--- config.mk ---
export PLATFORM = sky130hd
export DESIGN_NAME = ascii_decimal_frame_parser
export DESIGN_NICKNAME = d
export VERILOG_FILES = /design/src/rtl/adfp_pkg.sv /design/src/rtl/adfp_parser.sv /design/src/rtl/adfp_result.sv /design/src/rtl/ascii_decimal_frame_parser.sv
export SDC_FILE = /design/constraint.sdc
export NUM_CORES = 2
export LEC_CHECK = 0
export ABC_AREA = 1
export BUFFER_PORTS_ARGS = -buffer_cell sky130_fd_sc_hd__buf_2
export CORE_UTILIZATION = 33
export CTS_CLUSTER_SIZE = 12
export DETAILED_ROUTE_END_ITERATION = 10
export PLACE_DENSITY = 0.58
export REMOVE_ABC_BUFFERS = 1
export SYNTH_ARGS = -nofsm -noshare
export SYNTH_HDL_FRONTEND = slang
export SYNTH_HIERARCHICAL = 1
export SYNTH_SLANG_ARGS = --single-unit
--- constraint.sdc ---
create_clock -name clk_i -period 14.1 [get_ports clk_i]
set_clock_uncertainty 0.1 [all_clocks]
set_input_delay 2.115 -clock clk_i [delete_from_list [all_inputs] [get_ports clk_i]]
set_output_delay 2.115 -clock clk_i [all_outputs]
set_load 0.05 [all_outputs]
--- src/rtl/adfp_pkg.sv ---
// Shared constants, types and decode function for the ASCII decimal frame parser.
package adfp_pkg;

  localparam int unsigned MaxPayloadDefault = 20;
  localparam int unsigned CountWidth        = 5;
  localparam int unsigned StoreDepth        = 12;

  localparam logic [7:0] ChOpen  = 8'h24;
  localparam logic [7:0] ChClose = 8'h23;
  localparam logic [7:0] ChZero  = 8'h30;

  localparam logic [15:0] ResetX = 16'd160;
  localparam logic [15:0] ResetY = 16'd120;

  typedef struct packed {
    logic [15:0] x;
    logic [15:0] y;
    logic [15:0] w;
    logic [15:0] h;
    logic        follow;
  } frame_t;

  // Three ASCII digits weighted 100, 10 and 1, each taken as byte minus '0', wrapped to 16 bits.
  function automatic logic [15:0] decode3(logic [7:0] b0, logic [7:0] b1, logic [7:0] b2);
    logic [15:0] d0;
    logic [15:0] d1;
    logic [15:0] d2;
    d0 = {8'd0, b0} - {8'd0, ChZero};
    d1 = {8'd0, b1} - {8'd0, ChZero};
    d2 = {8'd0, b2} - {8'd0, ChZero};
    return 16'((d0 * 16'd100) + (d1 * 16'd10) + d2);
  endfunction

endpackage

--- src/rtl/adfp_parser.sv ---
// Frame tracking, payload store, decode of coordinates and the decoded-frame register.
module adfp_parser #(
  parameter int unsigned MaxPayload = adfp_pkg::MaxPayloadDefault
) (
  input  logic            clk_i,
  input  logic            rst_ni,
  input  logic            cfg_we_i,
  input  logic            cfg_wdata_i,
  input  logic            in_valid_i,
  output logic            in_stall_o,
  input  logic [7:0]      rx_byte_i,
  input  logic            res_ready_i,
  output logic            frame_valid_o,
  output adfp_pkg::frame_t frame_o
);

  localparam int unsigned Cw = adfp_pkg::CountWidth;
  localparam int unsigned Sd = adfp_pkg::StoreDepth;

  logic                  follow_q;
  logic                  in_frame_q, in_frame_d;
  logic [Cw-1:0]         count_q, count_d;
  logic [Sd-1:0][7:0]    store_q, store_d;
  logic                  mid_valid_q, mid_valid_d;
  adfp_pkg::frame_t      mid_q, mid_d;

  logic                  mid_ready;
  logic                  accept;
  logic                  close_fire;
  logic [Cw-1:0]         count_inc;

  assign mid_ready  = !mid_valid_q || res_ready_i;
  assign in_stall_o = !mid_ready;
  assign accept     = in_valid_i && mid_ready;
  assign close_fire = accept && in_frame_q && (rx_byte_i == adfp_pkg::ChClose);
  assign count_inc  = count_q + Cw'(1);

  always_comb begin
    in_frame_d = in_frame_q;
    count_d    = count_q;
    store_d    = store_q;
    if (accept) begin
      if (!in_frame_q) begin
        if (rx_byte_i == adfp_pkg::ChOpen) begin
          in_frame_d = 1'b1;
          store_d    = '0;
        end
      end else if (rx_byte_i == adfp_pkg::ChClose) begin
        in_frame_d = 1'b0;
        count_d    = '0;
        store_d    = '0;
      end else if (rx_byte_i != adfp_pkg::ChOpen) begin
        for (int i = 0; i < Sd; i++) begin
          if (count_q == Cw'(i)) begin
            store_d[i] = rx_byte_i;
          end
        end
        count_d = count_inc;
        if (count_inc > Cw'(MaxPayload)) begin
          in_frame_d = 1'b0;
          count_d    = '0;
          store_d    = '0;
        end
      end
    end
  end

  always_comb begin
    mid_valid_d = mid_ready ? close_fire : mid_valid_q;
    mid_d       = mid_q;
    if (close_fire) begin
      mid_d.x      = adfp_pkg::decode3(store_q[0], store_q[1], store_q[2]);
      mid_d.y      = adfp_pkg::decode3(store_q[3], store_q[4], store_q[5]);
      mid_d.w      = adfp_pkg::decode3(store_q[6], store_q[7], store_q[8]);
      mid_d.h      = adfp_pkg::decode3(store_q[9], store_q[10], store_q[11]);
      mid_d.follow = follow_q;
    end
  end

  always_ff @(posedge clk_i or negedge rst_ni) begin
    if (!rst_ni) begin
      follow_q    <= 1'b0;
      in_frame_q  <= 1'b0;
      count_q     <= '0;
      store_q     <= '0;
      mid_valid_q <= 1'b0;
    end else begin
      if (cfg_we_i) begin
        follow_q <= cfg_wdata_i;
      end
      in_frame_q  <= in_frame_d;
      count_q     <= count_d;
      store_q     <= store_d;
      mid_valid_q <= mid_valid_d;
    end
  end

  always_ff @(posedge clk_i) begin
    mid_q <= mid_d;
  end

  assign frame_valid_o = mid_valid_q;
  assign frame_o       = mid_q;

endmodule

--- src/rtl/adfp_result.sv ---
// Area multiply and the result register that also holds the retained values.
module adfp_result (
  input  logic                clk_i,
  input  logic                rst_ni,
  input  logic                frame_valid_i,
  input  adfp_pkg::frame_t    frame_i,
  output logic                res_ready_o,
  output logic                out_valid_o,
  input  logic                out_stall_i,
  output logic signed [15:0]  pos_x_o,
  output logic signed [15:0]  pos_y_o,
  output logic signed [15:0]  box_width_o,
  output logic signed [15:0]  box_height_o,
  output logic signed [31:0]  box_area_o
);

  logic        valid_q, valid_d;
  logic [15:0] x_q, x_d, y_q, y_d, w_q, w_d, h_q, h_d;
  logic [31:0] area_q, area_d;
  logic        out_ready;
  logic        load;
  logic signed [31:0] product;

  assign out_ready   = !valid_q || !out_stall_i;
  assign res_ready_o = out_ready;
  assign load        = frame_valid_i && out_ready;
  assign product     = signed'(frame_i.w) * signed'(frame_i.h);

  always_comb begin
    valid_d = out_ready ? frame_valid_i : valid_q;
    x_d     = x_q;
    y_d     = y_q;
    w_d     = w_q;
    h_d     = h_q;
    area_d  = area_q;
    if (load) begin
      x_d = frame_i.x;
      y_d = frame_i.y;
      if (frame_i.follow) begin
        w_d    = frame_i.w;
        h_d    = frame_i.h;
        area_d = product;
      end
    end
  end

  always_ff @(posedge clk_i or negedge rst_ni) begin
    if (!rst_ni) begin
      valid_q <= 1'b0;
      x_q     <= adfp_pkg::ResetX;
      y_q     <= adfp_pkg::ResetY;
      w_q     <= '0;
      h_q     <= '0;
      area_q  <= '0;
    end else begin
      valid_q <= valid_d;
      x_q     <= x_d;
      y_q     <= y_d;
      w_q     <= w_d;
      h_q     <= h_d;
      area_q  <= area_d;
    end
  end

  assign out_valid_o  = valid_q;
  assign pos_x_o      = signed'(x_q);
  assign pos_y_o      = signed'(y_q);
  assign box_width_o  = signed'(w_q);
  assign box_height_o = signed'(h_q);
  assign box_area_o   = signed'(area_q);

endmodule

--- src/rtl/ascii_decimal_frame_parser.sv ---
// Top level of the ASCII decimal frame parser.
// One byte is taken every cycle while the output side is not stalled.
// A closing byte gives its result through the decoded-frame register first, then
// through the area multiply and result register.
// Reset is asynchronous and active low; it idles the parser, clears the payload store
// and sets the retained results to X 160, Y 120 and zero width, height and area.
module ascii_decimal_frame_parser #(
  parameter int unsigned MaxPayload = adfp_pkg::MaxPayloadDefault
) (
  input  logic               clk_i,
  input  logic               rst_ni,
  input  logic               cfg_we_i,
  input  logic               cfg_wdata_i,
  input  logic               in_valid_i,
  output logic               in_stall_o,
  input  logic [7:0]         rx_byte_i,
  output logic               out_valid_o,
  input  logic               out_stall_i,
  output logic signed [15:0] pos_x_o,
  output logic signed [15:0] pos_y_o,
  output logic signed [15:0] box_width_o,
  output logic signed [15:0] box_height_o,
  output logic signed [31:0] box_area_o
);

  logic             frame_valid;
  adfp_pkg::frame_t frame;
  logic             res_ready;

  adfp_parser #(
    .MaxPayload(MaxPayload)
  ) u_parser (
    .clk_i        (clk_i),
    .rst_ni       (rst_ni),
    .cfg_we_i     (cfg_we_i),
    .cfg_wdata_i  (cfg_wdata_i),
    .in_valid_i   (in_valid_i),
    .in_stall_o   (in_stall_o),
    .rx_byte_i    (rx_byte_i),
    .res_ready_i  (res_ready),
    .frame_valid_o(frame_valid),
    .frame_o      (frame)
  );

  adfp_result u_result (
    .clk_i        (clk_i),
    .rst_ni       (rst_ni),
    .frame_valid_i(frame_valid),
    .frame_i      (frame),
    .res_ready_o  (res_ready),
    .out_valid_o  (out_valid_o),
    .out_stall_i  (out_stall_i),
    .pos_x_o      (pos_x_o),
    .pos_y_o      (pos_y_o),
    .box_width_o  (box_width_o),
    .box_height_o (box_height_o),
    .box_area_o   (box_area_o)
  );

endmodule
-- After elaboration in Yosys (flattened, before gate mapping)
Cells that the tools add are included.
- $add $sub $neg: 21
- $lt $le $gt $ge: 1
- equality and inequality tests: 27
- reduce and logical (&&, ||, !) cells: 27
- multipliers: 9
- multiplexer cells: 25
- operator list (kind ; count):
    $mux 96 ; 5
    $add 16x16->16 ; 8
    $sub 8x6->9 const B ; 12
    $mux 8 ; 12
    $mul 16x3->15 const B ; 4
    $mul 16x5->14 const B ; 4
    $ne 4x4->1 const B ; 12
    $reduce_and 4->1 ; 12
    $mul 16x16->32 ; 1
    $eq 5x3->1 const B ; 4
    $eq 5x4->1 const B ; 4
    $eq 8x6->1 const B ; 2
    $mux 5 ; 3
    $eq 5x2->1 const B ; 2
    $ne 8x6->1 const B ; 1
    $add 5x1->5 const B ; 1
    $eq 5x1->1 const B ; 1
    $gt 5x5->1 const B ; 1
    $logic_not 5->1 ; 1
    $mux 1 ; 5
    $logic_and 1x1->1 ; 4
    $logic_not 1->1 ; 4
    $reduce_bool 2->1 ; 2
    $ne 3x3->1 const B ; 1
    3 further kinds ; 4
- logic and storage cells: 137
- flip-flop bits (word level): 266
- output and inout bits: 98
- input port bits: 14

-- Logic depth before layout (Yosys ltp)
- word-level depth: 6
- mapped depth: 27
- gate-level depth less buffers: 26

-- Cells and area by module
Netlist, hierarchy kept.
- modules (own cells, without submodules) (module ; sequential area each (µm²) ; area each (µm²) ; instances ; cells an instance):
    adfp_parser ; 4554.4 ; 15979.1 ; 1 ; 1846
    adfp_result ; 2434.8 ; 14393.8 ; 1 ; 1788

-- Least setup slack after synthesis
OpenSTA, ideal clock, no wires.
- path kind: input to register
- from: in out_stall_i
- to: reg u_parser.mid_q, in the netlist u_parser/frame_o[0] (enable)
- data required time: 13512 ps
- setup slack: 8177 ps
- cell stages on the path: 7
- buffers on the path: 0
- setup time: 488 ps
- arrival: 5334 ps
- path through: nand2_1 inv_1 nand2_1 nand2_1 nor2_1 inv_1 nor2_1
- longest elaborated chain between the ends: 6
- ends and longest elaborated chain (element ; line ; RTL):
    start: declaration ; ascii_decimal_frame_parser.sv:18 ; input logic out_stall_i,
    $logic_not 1->1 ; adfp_result.sv:24 ; assign out_ready = !valid_q || !out_stall_i;
    $logic_or 1x1->1 ; adfp_result.sv:24 ;
    $logic_or 1x1->1 ; adfp_parser.sv:32 ; assign mid_ready = !mid_valid_q || res_ready_i;
    $logic_and 1x1->1 ; adfp_parser.sv:34 ; assign accept = in_valid_i && mid_ready;
    $logic_and 1x1->1 (2 in series) ; adfp_parser.sv:35 ; assign close_fire = accept && in_frame_q && (rx_byte_i == adfp_pkg::ChClose);
    via u_parser.close_fire ; adfp_parser.sv:29 ; logic close_fire;
    end signal: assignment ; adfp_parser.sv:99 ; mid_q <= mid_d;
    end: declaration ; adfp_parser.sv:25 ; adfp_pkg::frame_t mid_q, mid_d;
The timed path passes the listed nets, and every way through them passes these cells.
A chain may end at the register's enable or synchronous reset.

-- Final worst setup path
- from: reg u_parser.mid_q, in the netlist u_parser/frame_o[2]
- to: reg u_result.area_q[31], in the netlist u_result/box_area_o[31]
- longest elaborated chain between the ends: 1
- ends and longest elaborated chain (element ; line ; RTL):
    $mul 16x16->32 ; adfp_result.sv:27 ; assign product = signed'(frame_i.w) * signed'(frame_i.h);
    end signal: assignment ; adfp_result.sv:61 ; area_q <= area_d;
    end: declaration ; adfp_result.sv:19 ; logic [31:0] area_q, area_d;
Every way passes these cells.

==> results.md <==
- Post-CTS Hold Buffers: 0
- FMAX: 161 MHz
- Setup WS pre-CTS: 7890 ps
- Async set or reset register ratio after synthesis: 0.756
- Worst Setup SP: u_parser/frame_o[2]
- Hold Crit Class: reg -> reg
- Rel. slew slack: 0.246
- Area Growth Syn to Fin: 8.54%
- Leakage power: 0.0182 uW
- Hold Vio Cnt, Final: 0
- First DRT Iteration DRCs: 1191
- Die height: 305 um
- # setup viols final: 0
- Share of layout cells above drive strength 1: 0.0658
- CP max stage delay: 820 ps
- Post-synthesis cell area: 30400 sq um
- Yosys warning count: 6
- Switching portion of total power: 0.245
- Internal power: 1260 uW
- NetSw: 411 uW
- Die area: 93300 sq um
- Post-route setup TNS: 0 ps
- Flop pwr share: 0.475
- Post-synth EDFFs: 65
- Final Cycle Share: 0.441
- Post-synthesis sequential area ratio: 0.230
- R2R Path Start: u_parser/frame_o[2]
- Io pins: 112
- Core ar.: 90600 sq um
- Main flop type after synthesis: dfrtp_1
- DRT Wirelength: 71.3 mm
- Netlist cell types: 53
- Combinational power share: 0.051
- Row cnt: 110
- Period minus WS final: 6220 ps
- Vias/cell: 4.56
- First-pass GRT wire length: 120 mm
- WS Path Type: reg -> reg
- # diodes: 0
- Pwr per Cell Area: 50.7 nW/um^2
- Initial Util: 0.335
- Dpl hpwl: 57.1 mm
- Routed len/inst: 14.6 um
- Pin slew with the least headroom to its limit: 1130 ps
- MaxCap Viol Count: 0
- Largest net degree at the start of global routing: 84
- Critical path peak fanout: 17
- Finished Layout Cells: 4884
- Root Buffer: clkbuf_16
- Detailed Routing Iterations Pass 1: 5
- Total CTS buffers: 31
- RSZ-0062 raised after global routing: false
- Routed Antenna Nets: 0
- Placed cells: 4826
- Clock power frac: 0.474
- Fin util: 0.364
- Postcts setup bufs: 0
- Final #Nets: 4368
- Initial antenna violation count: 0
- Worst skew pair latency: 610 ps
- Post-CTS resize count: 0
- # DRC: 0
- CTS tree: done
- Worst path cell trace: nand2_1, inv_1, fa_1, fa_1, inv_1, fa_1, fa_1, fa_1, fa_1, inv_1, ha_1, nand2_1, nor2_1, nand2_1, nor3_1, nand2_1, nand2_1, nand3_1, nand3_1, nand2_1
- CTS clock-pin slew for the worst setup and hold paths: 70 ps
- DR vias: 22267
- CP Capture Type: register
- Clock sinks: 266
- Setup ws final: 7880 ps
- Post-synthesis average cell area: 8.36 sq um
- Min-delay src: u_parser/store_q[40]
- H-tree level count: 1
- # fillers: 9356
- Slowest stage cell on the critical path: fa_1
- CP Launch Type: register
- WP data required: 14510 ps
- Post-Syn Instances: 3634
- Port Buffer Count: 111
- Max rail drop VDD: 81.5 uV
- Final slew viol count: 0
- Vias in the first global route: 23322
- Die W: 305 um
- Flops & latches, synth: 266
- GP Congestion: 0.920
- Status: finished clean
- Total grt overflow: 0
- All-Layer GR Usage: 0.157
- CP arrival: 6620 ps
- CTS Buffer Depth: 3
## critical path: cells and delay by family, from the launching register on
family | cells | cell delay (ps)
fa+ha+maj | 7 | 3710
simple gates | 10 | 1120
flops | 1 | 780
buf+inv | 3 | 380
## flip-flops by register name (all words and copies together), names as in the netlist
| register | count |
|---|---|
| u_parser/store_q | 96 |
| u_parser/frame_o | 65 |
| u_result/box_area_o | 32 |
| u_result/box_height_o | 16 |
| u_result/box_width_o | 16 |
| u_result/pos_x_o | 16 |
| u_result/pos_y_o | 16 |
| u_parser/count_q | 5 |
| u_parser/follow_q | 1 |
| u_parser/frame_valid_o | 1 |
| u_parser/in_frame_q | 1 |
| u_result/out_valid_o | 1 |
## area by class of cell
cell class,instances,area [sq um],share of cell area
clock buffer,43,851,0.0258
tap,1176,1470,0.0446
sequential,266,6990,0.212
inverter,846,3180,0.0963
multi-input combinational,2421,19700,0.599
clock inverter,15,129,0.00391
timing repair buffer,117,611,0.0185
## final timing paths
path                       slack (ps)                  endpoint  cells after the start
hold reg to reg                   350      u_parser/frame_o[33]                      0
setup / recovery                 7880   u_result/box_area_o[31]                     20
min in group asynchronous        1330  u_result/box_height_o[6]                      1
max in group asynchronous       11090      u_result/pos_x_o[11]                      2
hold / removal                    350      u_parser/frame_o[33]                      0
setup reg to reg                 7880   u_result/box_area_o[31]                     20
## kinds of logic (layout without fill, tap and decap cells)
logic type	after synthesis	in the layout	synth area share
multiplexers	33	33	0.0122
buffers and inverters	947	1021	0.121
adder cells (fa/ha/maj)	671	671	0.364
flip-flops	266	266	0.230
AND/OR/NAND/NOR	1216	1216	0.162
XOR/XNOR	160	160	0.0464
AO/OA/AOI/OAI	341	341	0.0649
## cell usage after synthesis (all sizes together) (10+ instances only)
cell / n / area [sq um]
fa: 354 / 7090
a21o: 19 / 143
o21bai: 18 / 139
clkbuf: 71 / 268
nor2: 122 / 504
buf: 30 / 220
nand4: 23 / 144
inv: 846 / 3180
mux2: 33 / 372
a31oi: 10 / 62.6
a21oi: 114 / 574
ha: 317 / 3970
nor3: 29 / 150
o21ai: 163 / 925
nand3: 115 / 586
xnor2: 49 / 429
nand2: 916 / 3450
edfxtp: 65 / 1950
dfrtp: 195 / 4880
xor2: 111 / 980
## per-stage QoR
| step | power [uW] | hold slack [ps] | area (sq um) |
|---|---|---|---|
| after floorplan | 866 | 321 | 29900 |
| after global placement | 896 | 334 | 32000 |
| after detailed placement | 897 | 335 | 32000 |
| after CTS | 1700 | 346 | 33000 |
| after global routing | 1750 | 367 | 33000 |
| final | 1670 | 346 | 33000 |
## per-layer routing
layer  track usage  up-vias  share of wire
li1              -    11135              -
met2         0.276      399           0.48
met3        0.0198       89          0.042
met5             0        -              0
met1         0.206    10644           0.46
met4        0.0325        0          0.019
## cell usage in the layout, fill, tap and decap left out, drive strengths merged, types with 2 or more instances in the layout
cell type and count:
a21boi 2, a21o 19, a21oi 114, a31oi 10
buf 117, clkbuf 43, clkinv 8, clkinvlp 2
dfrtp 195, dfstp 6, edfxtp 65, fa 354
ha 317, inv 850, mux2 33, nand2 916
nand3 115, nand3b 7, nand4 23, nor2 122
nor3 29, o211ai 4, o21ai 163, o21bai 18
o22ai 3, o31ai 3, xnor2 49, xor2 111
## power groups by stage
stage / clock network (uW) / registers [uW] / logic, uW
finish: 792 / 795 / 85.6
CTS: 821 / 795 / 88.1
floorplan: 0 / 811 / 55.2
detailed placement: 0 / 809 / 87.7
global placement: 0 / 809 / 86.8
global route: 852 / 795 / 99.6
Power figures use the tool's default switching activity.
